$ cat src/rtl/dhd_pkg.sv
// shared types and codes for the double hires dot generator
// column records, result items, configuration and mode codes; no dependencies
`default_nettype none

package dhd_pkg;

	localparam int DATA_W  = 30;
	localparam int ACC_W   = 21;
	localparam int COUNT_W = 4;

	// video_mode register codes
	localparam logic [2:0] MODE_MONO560  = 3'd0;
	localparam logic [2:0] MODE_COLOR160 = 3'd1;
	localparam logic [2:0] MODE_MIXED    = 3'd2;
	localparam logic [2:0] MODE_COLOR140 = 3'd3;
	localparam logic [2:0] MODE_FGBG     = 3'd4;

	// register indexes
	localparam logic REG_VIDEO_MODE    = 1'b0;
	localparam logic REG_MONO_OVERRIDE = 1'b1;

	// palette select codes
	localparam logic [1:0] PAL_STD   = 2'd0;
	localparam logic [1:0] PAL_SHIFT = 2'd1;
	localparam logic [1:0] PAL_MONO  = 2'd2;

	// dot widths
	localparam logic [2:0] WIDTH_1 = 3'd1;
	localparam logic [2:0] WIDTH_2 = 3'd2;
	localparam logic [2:0] WIDTH_4 = 3'd4;

	localparam logic [3:0] DOT_ON  = 4'hf;
	localparam logic [3:0] DOT_OFF = 4'h0;

	typedef enum logic [2:0] {
		KIND_MONO,
		KIND_C160,
		KIND_MIXED,
		KIND_C140,
		KIND_FGBG
	} kind_t;

	typedef struct packed {
		logic [7:0] aux_byte;
		logic [7:0] main_byte;
		logic       line_start;
	} in_item_t;

	typedef struct packed {
		logic [3:0] left_index;
		logic [3:0] right_index;
		logic [1:0] palette_select;
		logic [2:0] dot_width;
		logic       last_result;
	} out_item_t;

	typedef struct packed {
		logic [2:0] video_mode;
		logic       mono_override;
	} cfg_t;

	// one column's work, ready for the emitter
	typedef struct packed {
		kind_t              kind;
		logic [1:0]         pal;
		logic [COUNT_W-1:0] count;
		logic [3:0]         modes;
		logic [DATA_W-1:0]  data;
	} job_t;

	typedef struct packed {
		logic ready;
		logic busy;
	} emit_status_t;

endpackage

`default_nettype wire

$ cat src/rtl/double_hires_dot_generator_unit.sv
// double hires dot generator: one column in, up to fourteen dot pairs out
// the column's job is registered in the emitter when accepted; each result then passes through the output register
// throughput: one result per cycle unless out_stall holds the output; a column yields 7, 2, 14, 1-2 or 7
// results by mode (mono, color160, mixed, color140, fg/bg), none for a pair's first column in mixed
// or fg/bg; the next column is taken as its predecessor's last result moves into the output register
// reset: video_mode 3, mono_override 0, pairing and color carry cleared, no result pending
// depends on dhd_pkg, dhd_column, dhd_emit
`default_nettype none

module double_hires_dot_generator_unit (
	input  wire logic               clk,
	input  wire logic               arst_n,
	input  wire logic               in_valid,
	output logic                    in_stall,
	input  wire dhd_pkg::in_item_t  in_item,
	output logic                    out_valid,
	input  wire logic               out_stall,
	output dhd_pkg::out_item_t      out_item,
	input  wire logic               cfg_we,
	input  wire logic               cfg_index,
	input  wire logic [2:0]         cfg_data
);

	dhd_pkg::cfg_t         cfg_q;
	dhd_pkg::job_t         job;
	logic                  job_ok;
	logic                  take;
	dhd_pkg::emit_status_t status;

	always_ff @(posedge clk or negedge arst_n) begin
		if (!arst_n) begin
			cfg_q.video_mode    <= dhd_pkg::MODE_COLOR140;
			cfg_q.mono_override <= 1'b0;
		end else if (cfg_we) begin
			case (cfg_index)
				dhd_pkg::REG_VIDEO_MODE:    cfg_q.video_mode    <= cfg_data;
				dhd_pkg::REG_MONO_OVERRIDE: cfg_q.mono_override <= cfg_data[0];
				default: ;
			endcase
		end
	end

	assign in_stall = !status.ready;
	assign take     = in_valid && status.ready;

	dhd_column u_column (
		.clk    (clk),
		.arst_n (arst_n),
		.take   (take),
		.item   (in_item),
		.cfg    (cfg_q),
		.job    (job),
		.job_ok (job_ok)
	);

	dhd_emit u_emit (
		.clk       (clk),
		.arst_n    (arst_n),
		.load      (take && job_ok),
		.job       (job),
		.out_stall (out_stall),
		.out_valid (out_valid),
		.out_item  (out_item),
		.status    (status)
	);

endmodule

`default_nettype wire

$ cat src/rtl/dhd_column.sv
// column front end: pairing, color140 bit carry and job formation
// depends on dhd_pkg
`default_nettype none

module dhd_column (
	input  wire logic           clk,
	input  wire logic           arst_n,
	input  wire logic           take,
	input  wire dhd_pkg::in_item_t item,
	input  wire dhd_pkg::cfg_t  cfg,
	output dhd_pkg::job_t       job,
	output logic                job_ok
);

	logic [7:0]                 held_aux_q;
	logic [7:0]                 held_main_q;
	logic                       column_odd_q;
	logic [dhd_pkg::ACC_W-1:0]  acc_q;
	logic [2:0]                 cnt_q;

	dhd_pkg::kind_t             kind;
	logic                       odd_eff;
	logic [dhd_pkg::ACC_W-1:0]  acc_eff;
	logic [2:0]                 cnt_eff;
	logic [dhd_pkg::ACC_W-1:0]  acc_sum;
	logic [4:0]                 acc_total;
	logic [1:0]                 acc_n;
	logic [dhd_pkg::ACC_W-1:0]  acc_next;
	logic [6:0]                 aux7;
	logic [6:0]                 main7;

	assign aux7    = item.aux_byte[6:0];
	assign main7   = item.main_byte[6:0];
	assign odd_eff = item.line_start ? 1'b0 : column_odd_q;
	assign acc_eff = item.line_start ? '0 : acc_q;
	assign cnt_eff = item.line_start ? 3'd0 : cnt_q;

	// effective rendering; override forces mono except color160 and fg/bg
	always_comb begin
		if (cfg.mono_override && cfg.video_mode != dhd_pkg::MODE_COLOR160
				&& cfg.video_mode != dhd_pkg::MODE_FGBG) begin
			kind = dhd_pkg::KIND_MONO;
		end else begin
			case (cfg.video_mode)
				dhd_pkg::MODE_MONO560:  kind = dhd_pkg::KIND_MONO;
				dhd_pkg::MODE_COLOR160: kind = dhd_pkg::KIND_C160;
				dhd_pkg::MODE_MIXED:    kind = dhd_pkg::KIND_MIXED;
				dhd_pkg::MODE_FGBG:     kind = dhd_pkg::KIND_FGBG;
				default:                kind = dhd_pkg::KIND_C140;
			endcase
		end
	end

	// color140: append 14 bits, drain whole bytes
	always_comb begin
		acc_sum   = acc_eff
			| ({{(dhd_pkg::ACC_W-7){1'b0}}, aux7} << cnt_eff)
			| ({{(dhd_pkg::ACC_W-7){1'b0}}, main7} << ({1'b0, cnt_eff} + 4'd7));
		acc_total = {2'b00, cnt_eff} + 5'd14;
		acc_n     = acc_total[4:3];
		acc_next  = acc_sum >> {acc_n, 3'b000};
	end

	always_comb begin
		job       = '0;
		job.kind  = kind;
		job.pal   = dhd_pkg::PAL_STD;
		job_ok    = 1'b1;
		case (kind)
			dhd_pkg::KIND_MONO: begin
				job.pal   = cfg.mono_override ? dhd_pkg::PAL_MONO : dhd_pkg::PAL_STD;
				job.count = 4'd7;
				job.data  = {16'b0, main7, aux7};
			end
			dhd_pkg::KIND_C160: begin
				job.count = 4'd2;
				job.data  = {14'b0, item.main_byte, item.aux_byte};
			end
			dhd_pkg::KIND_MIXED: begin
				job_ok    = odd_eff;
				job.pal   = dhd_pkg::PAL_SHIFT;
				job.count = 4'd14;
				job.modes = {item.main_byte[7], item.aux_byte[7],
					held_main_q[7], held_aux_q[7]};
				job.data  = {2'b0, main7, aux7, held_main_q[6:0], held_aux_q[6:0]};
			end
			dhd_pkg::KIND_FGBG: begin
				job_ok    = odd_eff;
				job.count = 4'd7;
				job.data  = {item.aux_byte, held_aux_q, main7, held_main_q[6:0]};
			end
			default: begin
				job.pal   = dhd_pkg::PAL_SHIFT;
				job.count = {2'b00, acc_n};
				job.data  = {14'b0, acc_sum[15:0]};
			end
		endcase
	end

	always_ff @(posedge clk or negedge arst_n) begin
		if (!arst_n) begin
			held_aux_q   <= '0;
			held_main_q  <= '0;
			column_odd_q <= 1'b0;
			acc_q        <= '0;
			cnt_q        <= 3'd0;
		end else if (take) begin
			column_odd_q <= 1'b0;
			if (kind == dhd_pkg::KIND_MIXED || kind == dhd_pkg::KIND_FGBG) begin
				column_odd_q <= !odd_eff;
				if (!odd_eff) begin
					held_aux_q  <= item.aux_byte;
					held_main_q <= item.main_byte;
				end
			end
			if (kind == dhd_pkg::KIND_C140) begin
				acc_q <= acc_next;
				cnt_q <= acc_total[2:0];
			end else if (item.line_start) begin
				acc_q <= '0;
				cnt_q <= 3'd0;
			end
		end
	end

endmodule

`default_nettype wire

$ cat src/rtl/dhd_emit.sv
// dot pair emitter: holds one column job, steps through its results, output register
// depends on dhd_pkg
`default_nettype none

module dhd_emit (
	input  wire logic             clk,
	input  wire logic             arst_n,
	input  wire logic             load,
	input  wire dhd_pkg::job_t    job,
	input  wire logic             out_stall,
	output logic                  out_valid,
	output dhd_pkg::out_item_t    out_item,
	output dhd_pkg::emit_status_t status
);

	dhd_pkg::job_t                job_s1;
	logic                         job_valid_q;
	logic [dhd_pkg::COUNT_W-1:0]  idx_q;
	dhd_pkg::out_item_t           out_q;
	logic                         out_valid_q;

	dhd_pkg::out_item_t           gen;
	logic                         adv;
	logic                         gen_last;
	logic [4:0]                   k0;
	logic [4:0]                   k1;
	logic [15:0]                  lo16;

	function automatic logic [3:0] mixed_dot(input logic [dhd_pkg::DATA_W-1:0] d,
			input logic [3:0] modes, input logic [4:0] k);
		logic [1:0] grp;
		grp = (k < 5'd7) ? 2'd0 : (k < 5'd14) ? 2'd1 : (k < 5'd21) ? 2'd2 : 2'd3;
		if (modes[grp])
			return d[{k[4:2], 2'b00} +: 4];
		return d[k] ? dhd_pkg::DOT_ON : dhd_pkg::DOT_OFF;
	endfunction

	function automatic logic [3:0] fgbg_dot(input logic [dhd_pkg::DATA_W-1:0] d,
			input logic [4:0] m);
		logic [7:0] c;
		c = (m < 5'd7) ? d[21:14] : d[29:22];
		return d[m] ? c[7:4] : c[3:0];
	endfunction

	assign k0       = {idx_q, 1'b0};
	assign k1       = {idx_q, 1'b1};
	assign lo16     = job_s1.data[15:0];
	assign gen_last = idx_q == job_s1.count - 4'd1;
	assign adv      = job_valid_q && (!out_valid_q || !out_stall);

	always_comb begin
		gen                = '0;
		gen.palette_select = job_s1.pal;
		gen.last_result    = gen_last;
		case (job_s1.kind)
			dhd_pkg::KIND_MONO: begin
				gen.left_index  = job_s1.data[k0] ? dhd_pkg::DOT_ON : dhd_pkg::DOT_OFF;
				gen.right_index = job_s1.data[k1] ? dhd_pkg::DOT_ON : dhd_pkg::DOT_OFF;
				gen.dot_width   = dhd_pkg::WIDTH_1;
			end
			dhd_pkg::KIND_MIXED: begin
				gen.left_index  = mixed_dot(job_s1.data, job_s1.modes, k0);
				gen.right_index = mixed_dot(job_s1.data, job_s1.modes, k1);
				gen.dot_width   = dhd_pkg::WIDTH_1;
			end
			dhd_pkg::KIND_FGBG: begin
				gen.left_index  = fgbg_dot(job_s1.data, k0);
				gen.right_index = fgbg_dot(job_s1.data, k1);
				gen.dot_width   = dhd_pkg::WIDTH_2;
			end
			default: begin
				// color160 and color140: one byte per result, low nibble first
				gen.left_index  = lo16[{idx_q[0], 3'b000} +: 4];
				gen.right_index = lo16[{idx_q[0], 3'b100} +: 4];
				gen.dot_width   = dhd_pkg::WIDTH_4;
			end
		endcase
	end

	always_ff @(posedge clk) begin
		if (load)
			job_s1 <= job;
		if (adv)
			out_q <= gen;
	end

	always_ff @(posedge clk or negedge arst_n) begin
		if (!arst_n) begin
			job_valid_q <= 1'b0;
			idx_q       <= '0;
			out_valid_q <= 1'b0;
		end else begin
			if (adv) begin
				out_valid_q <= 1'b1;
				idx_q       <= idx_q + 4'd1;
				if (gen_last)
					job_valid_q <= 1'b0;
			end else if (!out_stall) begin
				out_valid_q <= 1'b0;
			end
			if (load) begin
				job_valid_q <= 1'b1;
				idx_q       <= '0;
			end
		end
	end

	assign out_valid     = out_valid_q;
	assign out_item      = out_q;
	assign status.ready  = !job_valid_q || (adv && gen_last);
	assign status.busy   = job_valid_q;

`ifndef SYNTHESIS
	a_idx_in_range: assert property (@(posedge clk) disable iff (!arst_n)
		job_valid_q |-> idx_q < job_s1.count)
		else $error("result index past job count");

	a_count_nonzero: assert property (@(posedge clk) disable iff (!arst_n)
		job_valid_q |-> job_s1.count != 4'd0)
		else $error("job held with no results");

	a_load_when_free: assert property (@(posedge clk) disable iff (!arst_n)
		load |-> (!job_valid_q || (adv && gen_last)))
		else $error("job overwritten before its last result");

	a_last_flag: assert property (@(posedge clk) disable iff (!arst_n)
		(adv && gen_last) |=> (out_valid_q && out_q.last_result))
		else $error("last result not marked");
`endif

endmodule

`default_nettype wire
$ cat config.mk
export PLATFORM = sky130hd
export DESIGN_NAME = double_hires_dot_generator_unit
export DESIGN_NICKNAME = d
export VERILOG_FILES = /design/src/rtl/dhd_pkg.sv /design/src/rtl/double_hires_dot_generator_unit.sv /design/src/rtl/dhd_column.sv /design/src/rtl/dhd_emit.sv
export SDC_FILE = /design/constraint.sdc
export NUM_CORES = 1
export LEC_CHECK = 0
export ABC_AREA = 0
export BUFFER_PORTS_ARGS = -buffer_cell sky130_fd_sc_hd__buf_2
export CAP_MARGIN = 15
export CELL_PAD_IN_SITES_DETAIL_PLACEMENT = 0
export CELL_PAD_IN_SITES_GLOBAL_PLACEMENT = 1
export CORE_MARGIN = 2
export CORE_UTILIZATION = 53
export DETAILED_ROUTE_END_ITERATION = 8
export PLACE_DENSITY = 0.84
export SLEW_MARGIN = 40
export SYNTH_ARGS = -nofsm -noshare
export SYNTH_HDL_FRONTEND = slang
export SYNTH_SLANG_ARGS = --single-unit
$ cat constraint.sdc
create_clock -name clk -period 5.85 [get_ports clk]
set_input_delay 0.2925 -clock clk [delete_from_list [all_inputs] [get_ports clk]]
set_output_delay 0.2925 -clock clk [all_outputs]
set_load 0.1 [all_outputs]
Yosys cells after proc, flatten, opt, wreduce, memory -nomap -nowiden

Cells that the tools add are included.

Register bits after elaboration: 108
Input port bits: 26
Output and inout port bits: 16

Reduce and logical (&&, ||, !) cells: 27
Equal/unequal tests: 13
Add/sub/neg operators: 4
Bitwise operators: 4
Order comparisons: 10
Shift-type cells: 6
Muxes and demuxes: 50

Operators by type and width:

| cell                 | number |
|---|---|
| $pmux W30 S4         | 1 |
| $mux W21             | 2 |
| $or A21 B21 Y21      | 2 |
| $mux W4              | 10 |
| $shiftx A16 B5 Y4    | 2 |
| $shiftx A30 B6 Y4    | 1 |
| $pmux W8 S3          | 1 |
| $shl A7 B3 Y21       | 1 |
| $shl A7 B4 Y21       | 1 |
| $shr A21 B5 Y21      | 1 |
| $mux W1              | 18 |
| $mux W8              | 2 |
| $eq A3 B2 Y1 const B | 4 |
| $lt A5 B6 Y1 const B | 2 |
| $pmux W3 S4          | 1 |
| $pmux W4 S3          | 1 |
| $lt A5 B3 Y1 const B | 2 |
| $lt A5 B4 Y1 const B | 2 |
| $lt A5 B5 Y1 const B | 2 |
| $mux W2              | 5 |
| $eq A3 B3 Y1 const B | 3 |
| $logic_not A3 Y1     | 3 |
| $mux W3              | 3 |
| $bmux W1 S4          | 2 |
| other kinds (21)     | 42 |

Logic depth before layout (Yosys ltp)

Gate-level depths: netlist (run 1).

Word-level depth: 10
Depth in mapped cells: 12

Cells and area by module

A second synthesis (run 1) with hierarchy kept.

Cells, all modules: 702
Area, all modules: 7030.5 um2

By module, submodules not included:

| module                          | area each (um2) | seq. area each (um2) | times used | cells each |
|---|---|---|---|---|
| dhd_column                      | 3515.9          | 1026.0               | 1          | 441 |
| dhd_emit                        | 3318.2          | 1861.8               | 1          | 248 |
| double_hires_dot_generator_unit | 196.4           | 102.6                | 1          | 13 |

Worst setup path after synthesis (run 1)

Ideal clock, no wire load.

Path kind: flip-flop to flip-flop
Start: reg u_emit.out_valid_q (netlist: u_emit.out_valid)
End: reg u_emit.job_s1, in the netlist u_emit.gen[4] (enable)
Setup slack: 2340 ps
Setup time: 421 ps
Required time: 5429 ps
Data arrival time: 3089 ps
Stages on the path, launching flop included: 6
Period minus slack after synthesis: 3510 ps
Cell sequence: dfrtp_1 nand2_1 inv_1 o41ai_4 and3_1 clkbuf_1

Word-level cells in the longest chain between the ends: 7

Ends and longest elaborated chain:

| item                   | line                                  | text |
|---|---|---|
| from (decl)            | dhd_emit.sv:20                        | `logic out_valid_q;` |
| from (signal assigned) | dhd_emit.sv:91                        | `out_valid_q <= 1'b0;` |
| from (signal assigned) | dhd_emit.sv:94                        | `out_valid_q <= 1'b1;` |
| from (signal assigned) | dhd_emit.sv:99                        | `out_valid_q <= 1'b0;` |
| $logic_not A1 Y1       | dhd_emit.sv:49                        | `assign adv = job_valid_q && (!out_valid_q \|\| !out_stall);` |
| $logic_or A1 B1 Y1     | dhd_emit.sv:49                        |  |
| $logic_and A1 B1 Y1    | dhd_emit.sv:49                        |  |
| $logic_and A1 B1 Y1    | dhd_emit.sv:110                       | `assign status.ready = !job_valid_q \|\| (adv && gen_last);` |
| $logic_or A1 B1 Y1     | dhd_emit.sv:110                       |  |
| $logic_and A1 B1 Y1    | double_hires_dot_generator_unit.sv:44 | `assign take = in_valid && status.ready;` |
| $logic_and A1 B1 Y1    | double_hires_dot_generator_unit.sv:59 | `.load (take && job_ok),` |
| via u_emit.load        | dhd_emit.sv:8                         | `input wire logic load,` |
| to (signal assigned)   | dhd_emit.sv:82                        | `job_s1 <= job;` |
| to (decl)              | dhd_emit.sv:16                        | `dhd_pkg::job_t job_s1;` |

The timed path passes the listed nets, and every way through them passes these cells.
A chain may end at the register's enable or synchronous reset.

==> results_tabular.tex, run 1 <==
\begin{tabular}{lr}
\hline
Metric & Value \\
\hline
\multicolumn{2}{l}{\textbf{Synthesis}} \\
\quad Proportion of synthesized chip area in sequential cells & 0.423 \\
\quad Mean cell area of the mapped netlist & approximately 10 um\^{}2 \\
\quad Net count after synthesis & $\sim$700 \\
\quad Post-synthesis async set-or-reset flop share & 0.472 \\
\quad Post-Synthesis Cells & 683 \\
\quad Flop and latch count out of synthesis & 108 \\
\quad Synth Flop Type & edfxtp\_1 \\
\quad Number of enable flip-flop cells after synthesis & 57 \\
\quad Count of warnings emitted by yosys & 0 \\
\quad Count of cell types in the netlist & 86 \\
\quad Post-synth design cell area & 7060 um\^{}2 \\
\multicolumn{2}{l}{\textbf{Clock tree}} \\
\quad Setup fix buffers added after clock tree synthesis & 0 \\
\quad TritonCTS clock tree & yes \\
\quad Post\_cts resized & 0 \\
\quad Clock sink total & 108 \\
\quad Buffer type at the clock tree root & clkbuf\_16 \\
\quad Clock edge transition at the registers on the reported setup and hold paths & 0.08 ns \\
\quad H-tree levels & 3 \\
\quad CTS Hold Bufs & 0 \\
\quad Number of buffers created by CTS & 9 \\
\quad Clk\_lat worst skew & roughly 0.37 ns \\
\quad Maximum clock insertion buffer count & 2 \\
\multicolumn{2}{l}{\textbf{Worst setup path}} \\
\quad Setup crit start kind & register \\
\quad CP top delay family & simple AND/OR/NAND/NOR gates \\
\quad Endpoint arrival time on the critical path & 4.05 ns \\
\quad Number of cells traversed by the worst register-to-register path & 8 \\
\quad FF-to-FF setup slack & 1.89 ns \\
\quad Origin of the critical flop-to-flop path & u\_column.cnt\_q[1] \\
\quad Terminus of the critical flop-to-flop path & u\_emit.job\_s1[0] \\
\quad Endpoint class of the critical path & register \\
\quad Type of the worst setup path & reg -> reg \\
\quad Critical Path Fanout Max & 19 \\
\quad Buffers plus inverters on the worst setup path & 1 \\
\quad Critical path cell sequence & nor2b\_1 > inv\_1 > ha\_1 > and3b\_1 > nor3\_4 > nor3\_1 > a2111oi\_0 > a21oi\_1 \\
\quad Standard cell with the maximum stage delay on the critical path & nor3\_4 \\
\quad Critical path data required time & 5.93 ns \\
\quad Largest stage delay on the critical path & 0.65 ns \\
\multicolumn{2}{l}{\textbf{Cells and area}} \\
\quad Sequential standard cell area & 2990 um\^{}2 \\
\quad Non-filler cells in the finished layout & around 870 \\
\quad Layout overhead on the synthesized area & 8.06\% \\
\quad Final non-filler cell area & between 7000 and 8000 um\^{}2 \\
\quad Net count of the finished layout & just over 700 \\
\quad Share of final-layout standard cells stronger than drive strength 1 & 0.166 \\
\quad Area taken by multi-input logic gates & 3770 um\^{}2 \\
\quad Number of antenna repair diodes & 0 \\
\quad Filler Cell Count & 1,159 \\
\multicolumn{2}{l}{\textbf{Route}} \\
\quad Avg WL per Cell & 24.4 um \\
\quad Mean number of vias per cell & 6.78 \\
\quad Residual antenna-violating net count after detailed routing & 0 \\
\quad First DRT Iteration DRCs & 609 \\
\quad Final routed wirelength across all metal layers & about 21 mm \\
\quad DR pass1 iterations & 5 \\
\quad Drc violations & 0 \\
\quad DR vias & 5,881 \\
\multicolumn{2}{l}{\textbf{STA}} \\
\quad Tightest slew margin relative to the limit & 0.471 \\
\quad Final TNS setup & 0 ns \\
\quad Hold violation count in the final report & 0 \\
\quad Hold Slack & about 0.041 ns \\
\quad Final setup violation count & 0 \\
\quad Final clock skew & 0.00952 ns \\
\quad Setup repair after global routing missed its margin & false \\
\quad Max frequency & 252 MHz \\
\quad Slew @ Worst Pin & 0.791 ns \\
\quad Final Slew Violations & 0 \\
\quad Share of the clock period used by the worst path & 0.678 \\
\quad Minimum clock period after layout & 3.96 ns \\
\multicolumn{2}{l}{\textbf{Power and ir drop}} \\
\quad Comb power frac & 0.483 \\
\quad Sw Share & 0.462 \\
\quad Lkg Pwr & 3.05 nW \\
\quad Total power density per cell area & 490 nW/um\^{}2 \\
\quad IR Drop Worst-Case VDD & 0.000197 V \\
\quad Clock Power Share & 0.174 \\
\quad Net load switching power & 0.00173 W \\
\quad Internal Pwr Total & 0.00201 W \\
\quad Share of total power in sequential cells & 0.342 \\
\multicolumn{2}{l}{\textbf{Placement}} \\
\quad Port-buffer cells & 41 \\
\quad Number of instances in the placed design & 851 \\
\quad Detail Placement HPWL & $\sim$15 mm \\
\quad Standard cell area after detailed placement & 7310 um\^{}2 \\
\quad Global placement routability congestion & between 0.9 and 1 \\
\multicolumn{2}{l}{\textbf{Floorplanning}} \\
\quad I/O pin count & 42 \\
\quad Die area & 14,300 um\^{}2 \\
\quad Initial Utilization & 0.538 \\
\quad Core region area & about 13,000 um\^{}2 \\
\quad Die Y & 119 um \\
\quad DIE WIDTH & about 120 um \\
\quad Cell row count & 42 \\
\multicolumn{2}{l}{\textbf{Worst hold path}} \\
\quad Type of the most critical hold path & in -> async \\
\multicolumn{2}{l}{\textbf{GRT}} \\
\quad First-pass GRT wire length & 32.6 mm \\
\quad Number of global-route vias before repair & 5,591 \\
\quad Total overflow reported by the global router & 0 \\
\quad All-layer global routing usage & 0.305 \\
\quad Largest net degree at the start of global routing & 52 \\
\quad Initial antenna violation count & 0 \\
\multicolumn{2}{l}{\textbf{Flow run}} \\
\quad Max\_cap viols & 0 \\
\multicolumn{2}{l}{\textbf{Status}} \\
\quad Result of the run & finished clean \\
\hline
\end{tabular}
[worst register-to-register path, stage by stage, from the launching register on]
cell and delay [ns]:
dfrtp_1 0.55, nor2b_1 0.62, inv_1 0.33, ha_1 0.40
and3b_1 0.28, nor3_4 0.65, nor3_1 0.13, a2111oi_0 0.64
a21oi_1 0.08
[layout by cell type, fill, tap and decap left out, types with 4 or more instances in the layout]
master,instances
edfxtp_1,57
mux2i_1,53
nand2_1,50
dfrtp_1,49
buf_2,41
nor2_1,34
a21oi_1,33
o21ai_0,27
and2_1,20
mux2_2,19
a22o_1,18
inv_1,16
nor2b_1,14
nand3b_1,14
mux2_1,13
nor3_1,12
o22ai_1,12
nand3_1,9
clkbuf_16,9
a22oi_1,8
a31oi_1,8
a222oi_1,8
mux4_2,7
a211oi_1,7
buf_4,7
o211ai_1,6
o21a_1,6
a32oi_1,6
nand4_1,5
xor2_1,5
xnor2_1,5
ha_1,5
o2bb2ai_1,4
a211o_1,4
o21ai_1,4
or3_1,4
a221oi_1,4
[kinds of logic (layout without fill, tap and decap cells)]
logic type                 after synthesis  after routing  synth area share
AOI/OAI and AO/OA                      204            204             0.214
and+or+nand+nor                        188            188             0.144
DFF                                    108            108             0.423
muxes                                   94             94             0.153
buffers and inverters                   74             82            0.0445
xor gates and xnor gates                10             10            0.0124
adders and majority gates                5              5           0.00886
[state kept, by name, indices dropped and copies added, names as in the netlist]
| name | count |
|---|---|
| u_emit.job_s1 | 41 |
| u_column.acc_q | 21 |
| u_emit.out_item | 14 |
| u_column.held_aux_q | 8 |
| u_column.held_main_q | 8 |
| cfg_q | 4 |
| u_emit.idx_q | 4 |
| u_column.cnt_q | 3 |
| u_emit.gen | 2 |
| u_column.column_odd_q | 1 |
| u_emit.job_valid_q | 1 |
| u_emit.out_valid | 1 |
[through the flow]
step	total power [W]	utilization	worst slack, ns
floorplan	0.00264	-	2.34
global placement	0.00305	0.556	2.04
detailed placement	0.00307	0.556	1.97
CTS	0.00372	0.581	1.97
global route	0.00392	0.581	1.67
finish	0.00374	0.581	1.89
[Yosys cell counts (all sizes together) (5+ instances only)]
library cell	instances	area share
a222oi	8	0.011
a211oi	10	0.013
nand3	9	0.0064
nor2b	14	0.012
ha	5	0.0089
nand3b	14	0.015
a31oi	8	0.0071
dfrtp	49	0.17
nand2	51	0.028
inv	17	0.0094
and2	21	0.019
nand4	5	0.0044
o22ai	12	0.011
mux2	34	0.055
buf	18	0.014
a21oi	33	0.023
xnor2	5	0.0062
a32oi	6	0.0074
nor2	36	0.023
o21ai	32	0.023
xor2	5	0.0062
o211ai	6	0.0064
edfxtp	57	0.24
mux2i	53	0.075
mux4	7	0.022
clkbuf	38	0.020
a22oi	8	0.0085
o21a	6	0.0064
a22o	18	0.022
nor3	14	0.012
[how the worst max path moves through the flow]
stage,startpoint,to,slack (ns),cells past startpoint
CTS,u_column.cnt_q[1],u_emit.job_s1[9],1.97,8
detailed placement,in_item[0],u_emit.job_s1[0],1.97,9
finish,u_column.cnt_q[1],u_emit.job_s1[0],1.89,8
floorplan,u_emit.out_valid,u_emit.gen[4],2.34,5
global route,u_column.cnt_q[1],u_emit.job_s1[9],1.67,8
global placement,in_item[0],u_emit.job_s1[9],2.04,9
[final cells by class]
cell class              instances  area share
flip-flops and latches        108       0.392
clock buffers                   9      0.0295
clock inverters                 7      0.0123
multi-input cells             501       0.495
repair buffers                 48      0.0338
inverters                      18     0.00918
well taps                     176      0.0289
[power groups by stage]
stage | registers [W] | clock network (W) | logic, W
after detailed placement | 0.00129 | 0 | 0.00178
after floorplan | 0.00143 | 0 | 0.00121
after CTS | 0.00127 | 0.000664 | 0.00178
final | 0.00128 | 0.000652 | 0.00181
after global placement | 0.00128 | 0 | 0.00177
after global routing | 0.00130 | 0.000693 | 0.00193
[metal layers]
layer,track usage,vias up,wire length [um]
li1,-,2638,-
met1,0.382,2897,8340
met2,0.515,288,10500
met3,0.0498,58,1260
met4,0.146,0,1050
met5,0,-,0
(Power assumes the default switching activity.)
==> run 2, diff against run 1 <==
--- a/config.mk
+++ b/config.mk
@@ -11,9 +11,9 @@
 export CELL_PAD_IN_SITES_DETAIL_PLACEMENT = 0
 export CELL_PAD_IN_SITES_GLOBAL_PLACEMENT = 1
 export CORE_MARGIN = 2
-export CORE_UTILIZATION = 53
+export CORE_UTILIZATION = 44
 export DETAILED_ROUTE_END_ITERATION = 8
-export PLACE_DENSITY = 0.84
+export PLACE_DENSITY = 0.74
 export SLEW_MARGIN = 40
 export SYNTH_ARGS = -nofsm -noshare
 export SYNTH_HDL_FRONTEND = slang
==> constraint.sdc (replaced) <==
create_clock -name clk -period 3.3 [get_ports clk]
set_input_delay 0.165 -clock clk [delete_from_list [all_inputs] [get_ports clk]]
set_output_delay 0.165 -clock clk [all_outputs]
set_load 0.1 [all_outputs]
==> results_tabular.tex, run 2 (synthesized netlist as in run 1, its figures left out) <==
\begin{tabular}{lr}
\hline
Metric & Value \\
\hline
\multicolumn{2}{l}{\textbf{Status}} \\
\quad Result of the run & finished clean (unchanged) \\
\multicolumn{2}{l}{\textbf{Worst setup path}} \\
\quad Type of the worst setup path & reg -> reg (unchanged) \\
\quad Setup crit start kind & register (unchanged) \\
\quad Endpoint arrival time on the critical path & 3.08 ns (was 4.05 ns) \\
\quad Endpoint class of the critical path & register (unchanged) \\
\quad Critical path data required time & 3.54 ns (was 5.93 ns) \\
\quad Critical Path Fanout Max & 11 (was 19) \\
\multicolumn{2}{l}{\textbf{Route}} \\
\quad DR vias & 6,018 (was 5,881) \\
\quad Final routed wirelength across all metal layers & 21.4 mm (was 21.2 mm) \\
\quad Mean number of vias per cell & 6.44 (was 6.78) \\
\quad Avg WL per Cell & 22.9 um (was 24.4 um) \\
\quad DR pass1 iterations & 6 (was 5) \\
\quad Residual antenna-violating net count after detailed routing & 0 (unchanged) \\
\quad First DRT Iteration DRCs & 522 (was 609) \\
\quad Drc violations & 0 (unchanged) \\
\multicolumn{2}{l}{\textbf{Cells and area}} \\
\quad Number of antenna repair diodes & 0 (unchanged) \\
\quad Finished Core Util & 0.499 (was 0.581) \\
\quad Number of flip-flops under the largest register name & 41 (unchanged) \\
\quad Layout overhead on the synthesized area & 11.3\% (was 8.06\%) \\
\quad Share of final-layout standard cells stronger than drive strength 1 & 0.195 (was 0.166) \\
\quad Non-filler cells in the finished layout & 934 (was 867) \\
\quad Most used cells in the layout excluding fill and tap cells & 57 x edfxtp\_1, 53 x mux2i\_1, 50 x nand2\_1 (unchanged) \\
\quad Final non-filler cell area & 7860 um\^{}2 (was 7630 um\^{}2) \\
\quad Most frequent standard cell in the layout excluding fill and tap cells & edfxtp\_1 (unchanged) \\
\quad Net count of the finished layout & 744 (was 717) \\
\quad Biggest register & u\_emit.job\_s1 (unchanged) \\
\multicolumn{2}{l}{\textbf{GRT}} \\
\quad Number of global-route vias before repair & 5,869 (was 5,591) \\
\quad All-layer global routing usage & 0.262 (was 0.305) \\
\quad First-pass GRT wire length & 33.8 mm (was 32.6 mm) \\
\quad Largest net degree at the start of global routing & 45 (was 52) \\
\quad Total overflow reported by the global router & 0 (unchanged) \\
\quad Initial antenna violation count & 0 (unchanged) \\
\multicolumn{2}{l}{\textbf{Placement}} \\
\quad Standard cell area after detailed placement & 7560 um\^{}2 (was 7310 um\^{}2) \\
\quad Port-buffer cells & 41 (unchanged) \\
\quad Number of instances in the placed design & 917 (was 851) \\
\quad Global placement routability congestion & 0.945 (was 0.971) \\
\quad Placement-stage worst setup slack & 0.444 ns (was 1.97 ns) \\
\quad Detail Placement HPWL & 15.8 mm (was 15.4 mm) \\
\multicolumn{2}{l}{\textbf{Worst hold path}} \\
\quad Type of the most critical hold path & in -> reg (was in -> async) \\
\multicolumn{2}{l}{\textbf{Floorplanning}} \\
\quad Die area & 17,100 um\^{}2 (was 14,300 um\^{}2) \\
\quad DIE WIDTH & 131 um (was 119 um) \\
\quad Core region area & 15,800 um\^{}2 (was 13,100 um\^{}2) \\
\quad Die Y & 131 um (was 119 um) \\
\quad Cell row count & 46 (was 42) \\
\quad Initial Utilization & 0.448 (was 0.538) \\
\quad I/O pin count & 42 (unchanged) \\
\multicolumn{2}{l}{\textbf{STA}} \\
\quad Setup repair after global routing missed its margin & false (unchanged) \\
\quad Slew @ Worst Pin & 0.680 ns (was 0.791 ns) \\
\quad Final setup violation count & 0 (unchanged) \\
\quad Tightest slew margin relative to the limit & 0.545 (was 0.471) \\
\quad Hold violation count in the final report & 0 (unchanged) \\
\quad Max frequency & 352 MHz (was 252 MHz) \\
\quad Share of the clock period used by the worst path & 0.861 (was 0.678) \\
\quad Minimum clock period after layout & 2.84 ns (was 3.96 ns) \\
\quad Final critical-path setup slack & 0.459 ns (was 1.89 ns) \\
\quad Final Slew Violations & 0 (unchanged) \\
\quad Final TNS setup & 0 ns (unchanged) \\
\quad Final clock skew & 0.00625 ns (was 0.00952 ns) \\
\multicolumn{2}{l}{\textbf{Clock tree}} \\
\quad Number of buffers created by CTS & 9 (unchanged) \\
\quad Clock edge transition at the registers on the reported setup and hold paths & 0.08 ns (about the same) \\
\quad TritonCTS clock tree & yes (unchanged) \\
\quad Maximum clock insertion buffer count & 2 (unchanged) \\
\quad Clock sink total & 108 (unchanged) \\
\quad Buffer type at the clock tree root & clkbuf\_16 (unchanged) \\
\quad H-tree levels & 3 (unchanged) \\
\quad Clk\_lat worst skew & 0.36 ns (was 0.37 ns) \\
\quad Post\_cts resized & 0 (unchanged) \\
\multicolumn{2}{l}{\textbf{Power and ir drop}} \\
\quad Lkg Pwr & 3.17 nW (was 3.05 nW) \\
\quad IR Drop Worst-Case VDD & 0.000338 V (was 0.000197 V) \\
\quad Total power density per cell area & 846 nW/um\^{}2 (was 490 nW/um\^{}2) \\
\multicolumn{2}{l}{\textbf{Flow run}} \\
\quad Max\_cap viols & 0 (unchanged) \\
\hline
\end{tabular}
[run 2: where the power goes]
part	internal, W	switching, W	total, W
Combinational	0.00119	0.00218	0.00337
Sequential	0.00187	0.000340	0.00221
Clock	0.000526	0.000538	0.00106
[run 2: stage by stage]
| stage | power [W] | hold slack, ns |
|---|---|---|
| CTS | 0.00662 | 0.0259 |
| detailed placement | 0.00555 | 0.312 |
| global placement | 0.00551 | 0.299 |
| floorplan | 0.00467 | -0.131 |
| finish | 0.00665 | 0.0325 |
| global route | 0.00701 | 0.0351 |
[run 2: worst max-delay path, cell delays in order (launching register included)]
cell      delay [ns]
dfrtp_1         0.37
and2b_1         0.26
inv_4           0.08
ha_1            0.37
nor2b_1         0.15
buf_4           0.16
o311a_1         0.30
a211oi_2        0.28
o311ai_1        0.20
o211a_1         0.17
a2111o_1        0.38
[run 2: routing by layer]
layer | wire (um) | GRT usage | up-vias
li1 | - | - | 2697
met1 | 9020 | 0.342 | 2985
met2 | 10200 | 0.431 | 272
met3 | 1270 | 0.0423 | 64
met4 | 849 | 0.120 | 0
met5 | 0 | 0 | -
[run 2: cell type report]
| cell class | instances | area, um^2 |
|---|---|---|
| tap | 216 | 270 |
| multi-input combinational | 501 | 3770 |
| inverter | 18 | 70.1 |
| fill | 1469 | 7910 |
| timing repair buffer | 75 | 478 |
| clock inverter | 7 | 60.1 |
| sequential | 108 | 2990 |
| clock buffer | 9 | 225 |
[run 2: timing repair]
action / 4_1_cts / 5_1_grt
hold buffers: 1 / 0
buffers inserted: 0 / 0
hold endpoints to repair: 30 / 0
[run 2: worst paths after layout]
check                                  start                endpoint  slack (ns)  cells after the start
max                        u_column.cnt_q[0]       u_column.acc_q[1]        0.46                     10
min                              cfg_data[1]                cfg_q[2]        0.03                      2
max reg2reg                u_column.cnt_q[0]       u_column.acc_q[1]        0.46                     10
min reg2reg                    u_emit.gen[4]      u_emit.out_item[4]        0.43                      0
max in group asynchronous             arst_n  u_column.held_aux_q[2]        2.34                      3
min in group asynchronous             arst_n      u_column.acc_q[17]        0.30                      2
==> run 3, diff against run 2 <==
--- a/config.mk
+++ b/config.mk
@@ -14,6 +14,7 @@
 export CORE_UTILIZATION = 44
 export DETAILED_ROUTE_END_ITERATION = 8
 export PLACE_DENSITY = 0.74
+export REMOVE_ABC_BUFFERS = 1
 export SLEW_MARGIN = 40
 export SYNTH_ARGS = -nofsm -noshare
 export SYNTH_HDL_FRONTEND = slang
==> results_tabular.tex, run 3 (synthesized netlist as in run 1, its figures left out) <==
\begin{tabular}{lr}
\hline
Metric & Value \\
\hline
\multicolumn{2}{l}{\textbf{Power and ir drop}} \\
\quad Total design power & 0.00662 W (was 0.00665 W) \\
\quad IR Drop Worst-Case VDD & 0.000308 V (was 0.000338 V) \\
\quad Lkg Pwr & 3.16 nW (was 3.17 nW) \\
\quad Total power density per cell area & 844 nW/um\^{}2 (was 846 nW/um\^{}2) \\
\multicolumn{2}{l}{\textbf{Cells and area}} \\
\quad Number of antenna repair diodes & 0 (unchanged) \\
\quad Most used cells in the layout excluding fill and tap cells & 57 x edfxtp\_1, 53 x mux2i\_1, 50 x nand2\_1 (unchanged) \\
\quad Biggest register & u\_emit.job\_s1 (unchanged) \\
\quad Net count of the finished layout & 742 (was 744) \\
\quad Finished Core Util & 0.497 (was 0.499) \\
\quad Share of final-layout standard cells stronger than drive strength 1 & 0.191 (was 0.195) \\
\quad Filler Cell Count & 1,488 (was 1,469) \\
\quad Layout overhead on the synthesized area & 11.0\% (was 11.3\%) \\
\quad Number of flip-flops under the largest register name & 41 (unchanged) \\
\quad Most frequent standard cell in the layout excluding fill and tap cells & edfxtp\_1 (unchanged) \\
\multicolumn{2}{l}{\textbf{Clock tree}} \\
\quad TritonCTS clock tree & yes (unchanged) \\
\quad Buffer type at the clock tree root & clkbuf\_16 (unchanged) \\
\quad Number of buffers created by CTS & 9 (unchanged) \\
\quad H-tree levels & 3 (unchanged) \\
\quad Clock sink total & 108 (unchanged) \\
\quad Clock edge transition at the registers on the reported setup and hold paths & 0.07 ns (was 0.08 ns) \\
\quad Clk\_lat worst skew & 0.35 ns (was 0.36 ns) \\
\quad Maximum clock insertion buffer count & 2 (unchanged) \\
\multicolumn{2}{l}{\textbf{Worst setup path}} \\
\quad Buffers plus inverters on the worst setup path & 3 (was 2) \\
\quad Timing startpoint of the critical path & u\_column.cnt\_q[1] (was u\_column.cnt\_q[0]) \\
\quad Terminus of the critical flop-to-flop path & u\_emit.job\_s1[0] (was u\_column.acc\_q[1]) \\
\quad FF-to-FF setup slack & 0.36 ns (was 0.46 ns) \\
\quad Critical path data required time & 3.39 ns (was 3.54 ns) \\
\quad Crit-path most repeated cell & buf\_4 \\
\quad Number of cells traversed by the worst register-to-register path & 10 (unchanged) \\
\quad Standard cell with the maximum stage delay on the critical path & a2111oi\_0 (was a2111o\_1) \\
\quad Setup crit start kind & register (unchanged) \\
\quad CP top delay family & compound AO/OA/AOI/OAI gates (unchanged) \\
\quad Largest stage delay on the critical path & 0.55 ns (was 0.38 ns) \\
\quad Critical path cell sequence & nor2b\_1 > inv\_1 > buf\_4 > ha\_1 > nand2\_1 > o21ai\_0 > nor3\_1 > a2111oi\_0 > buf\_4 > a21oi\_1 (was and2b\_1 > inv\_4 > ha\_1 > nor2b\_1 > buf\_4 > o311a\_1 > a211oi\_2 > o311ai\_1 > o211a\_1 > a2111o\_1) \\
\quad Endpoint class of the critical path & register (unchanged) \\
\quad Endpoint arrival time on the critical path & 3.03 ns (was 3.08 ns) \\
\quad Origin of the critical flop-to-flop path & u\_column.cnt\_q[1] (was u\_column.cnt\_q[0]) \\
\quad Type of the worst setup path & reg -> reg (unchanged) \\
\quad Critical Path Fanout Max & 11 (unchanged) \\
\multicolumn{2}{l}{\textbf{STA}} \\
\quad Final clock skew & 0.00780 ns (was 0.00625 ns) \\
\quad Hold violation count in the final report & 0 (unchanged) \\
\quad Max frequency & 341 MHz (was 352 MHz) \\
\quad Final setup violation count & 0 (unchanged) \\
\quad Slew @ Worst Pin & 0.727 ns (was 0.680 ns) \\
\quad Final Slew Violations & 0 (unchanged) \\
\quad Minimum clock period after layout & 2.94 ns (was 2.84 ns) \\
\quad Share of the clock period used by the worst path & 0.890 (was 0.861) \\
\quad Setup repair after global routing missed its margin & false (unchanged) \\
\quad Tightest slew margin relative to the limit & 0.512 (was 0.545) \\
\quad Final TNS setup & 0 ns (unchanged) \\
\multicolumn{2}{l}{\textbf{GRT}} \\
\quad Total overflow reported by the global router & 0 (unchanged) \\
\quad Initial antenna violation count & 0 (unchanged) \\
\quad First-pass GRT wire length & 32.9 mm (was 33.8 mm) \\
\quad Largest net degree at the start of global routing & 42 (was 45) \\
\quad All-layer global routing usage & 0.255 (was 0.262) \\
\quad Number of global-route vias before repair & 5,909 (was 5,869) \\
\multicolumn{2}{l}{\textbf{Placement}} \\
\quad Port-buffer cells & 41 (unchanged) \\
\quad Detail Placement HPWL & 15.7 mm (was 15.8 mm) \\
\quad Global placement routability congestion & 1.02 (was 0.945) \\
\multicolumn{2}{l}{\textbf{Route}} \\
\quad Avg WL per Cell & 22.4 um (was 22.9 um) \\
\quad Final routed wirelength across all metal layers & 20.9 mm (was 21.4 mm) \\
\quad DR pass1 iterations & 5 (was 6) \\
\quad Mean number of vias per cell & 6.30 (was 6.44) \\
\quad Residual antenna-violating net count after detailed routing & 0 (unchanged) \\
\quad DR vias & 5,874 (was 6,018) \\
\quad First DRT Iteration DRCs & 520 (was 522) \\
\quad Drc violations & 0 (unchanged) \\
\multicolumn{2}{l}{\textbf{Floorplanning}} \\
\quad Core region area & 15,800 um\^{}2 (unchanged) \\
\quad DIE WIDTH & 131 um (unchanged) \\
\quad Initial Utilization & 0.448 (unchanged) \\
\quad Die area & 17,100 um\^{}2 (unchanged) \\
\quad I/O pin count & 42 (unchanged) \\
\quad Die Y & 131 um (unchanged) \\
\quad Cell row count & 46 (unchanged) \\
\multicolumn{2}{l}{\textbf{Worst hold path}} \\
\quad Hold EP & cfg\_q[2] (unchanged) \\
\quad Startpoint of the worst hold path & cfg\_data[1] (unchanged) \\
\quad Hold Crit Depth & 2 (unchanged) \\
\quad Type of the most critical hold path & in -> reg (unchanged) \\
\multicolumn{2}{l}{\textbf{Status}} \\
\quad Result of the run & finished clean (unchanged) \\
\multicolumn{2}{l}{\textbf{Flow run}} \\
\quad Max\_cap viols & 0 (unchanged) \\
\hline
\end{tabular}
==> run 3: routing by layer <==
metal	GRT usage	wire (um)
met1	0.308	8490
met2	0.435	10300
met3	0.0366	1070
met4	0.149	1080
met5	0	0
==> run 3: final cells by class <==
cell class / instances / area, um^2 / area share
multi-input cells: 501 / 3770 / 0.481
flip-flops and latches: 108 / 2990 / 0.381
repair buffers: 73 / 460 / 0.0587
well taps: 216 / 270 / 0.0345
clock buffers: 12 / 248 / 0.0316
inverters: 18 / 70.1 / 0.00894
clock inverters: 4 / 33.8 / 0.00431
==> run 3: how the worst max path moves through the flow <==
| stage | to | slack (ns) | cells after the start |
|---|---|---|---|
| CTS | u_emit.job_s1[0] | 0.42 | 10 |
| global placement | u_emit.job_s1[0] | 0.36 | 10 |
| detailed placement | u_emit.job_s1[0] | 0.44 | 10 |
| global route | u_column.acc_q[2] | 0.24 | 10 |
| floorplan | u_emit.job_valid_q | -0.36 | 4 |
| finish | u_emit.job_s1[0] | 0.36 | 10 |
==> run 3: power breakdown <==
group          switching (W)  leakage, nW  internal [W]
Combinational        0.00214         1.83       0.00119
Sequential          0.000359         1.19       0.00187
Clock               0.000515        0.142      0.000546
==> run 3: worst register-to-register path, delay by kind of cell, from the launching register on <==
kind	cells	cell delay [ns]
flip-flops	1	0.51
adder cells (fa/ha/maj)	1	0.25
buffers and inverters	3	0.43
AND/OR/NAND/NOR	3	0.50
AO/OA/AOI/OAI	3	0.99
==> run 3: stage by stage <==
step	std cells	cell area (um^2)	setup WS, ns	hold WS (ns)
5_1_grt	932	7840	0.236	0.0516
2_1_floorplan	627	6820	-0.364	-0.131
4_1_cts	932	7840	0.425	0.0445
6_report	932	7840	0.364	0.0539
3_5_place_dp	915	7550	0.437	0.174
3_3_place_gp	915	7540	0.362	0.179
==> run 3: repair_timing <==
item,CTS,global route
resized for setup,0,0
endpoints found under the setup margin,0,0
hold buffers,1,0
setup buffers,0,0
hold endpoints to repair,21,0
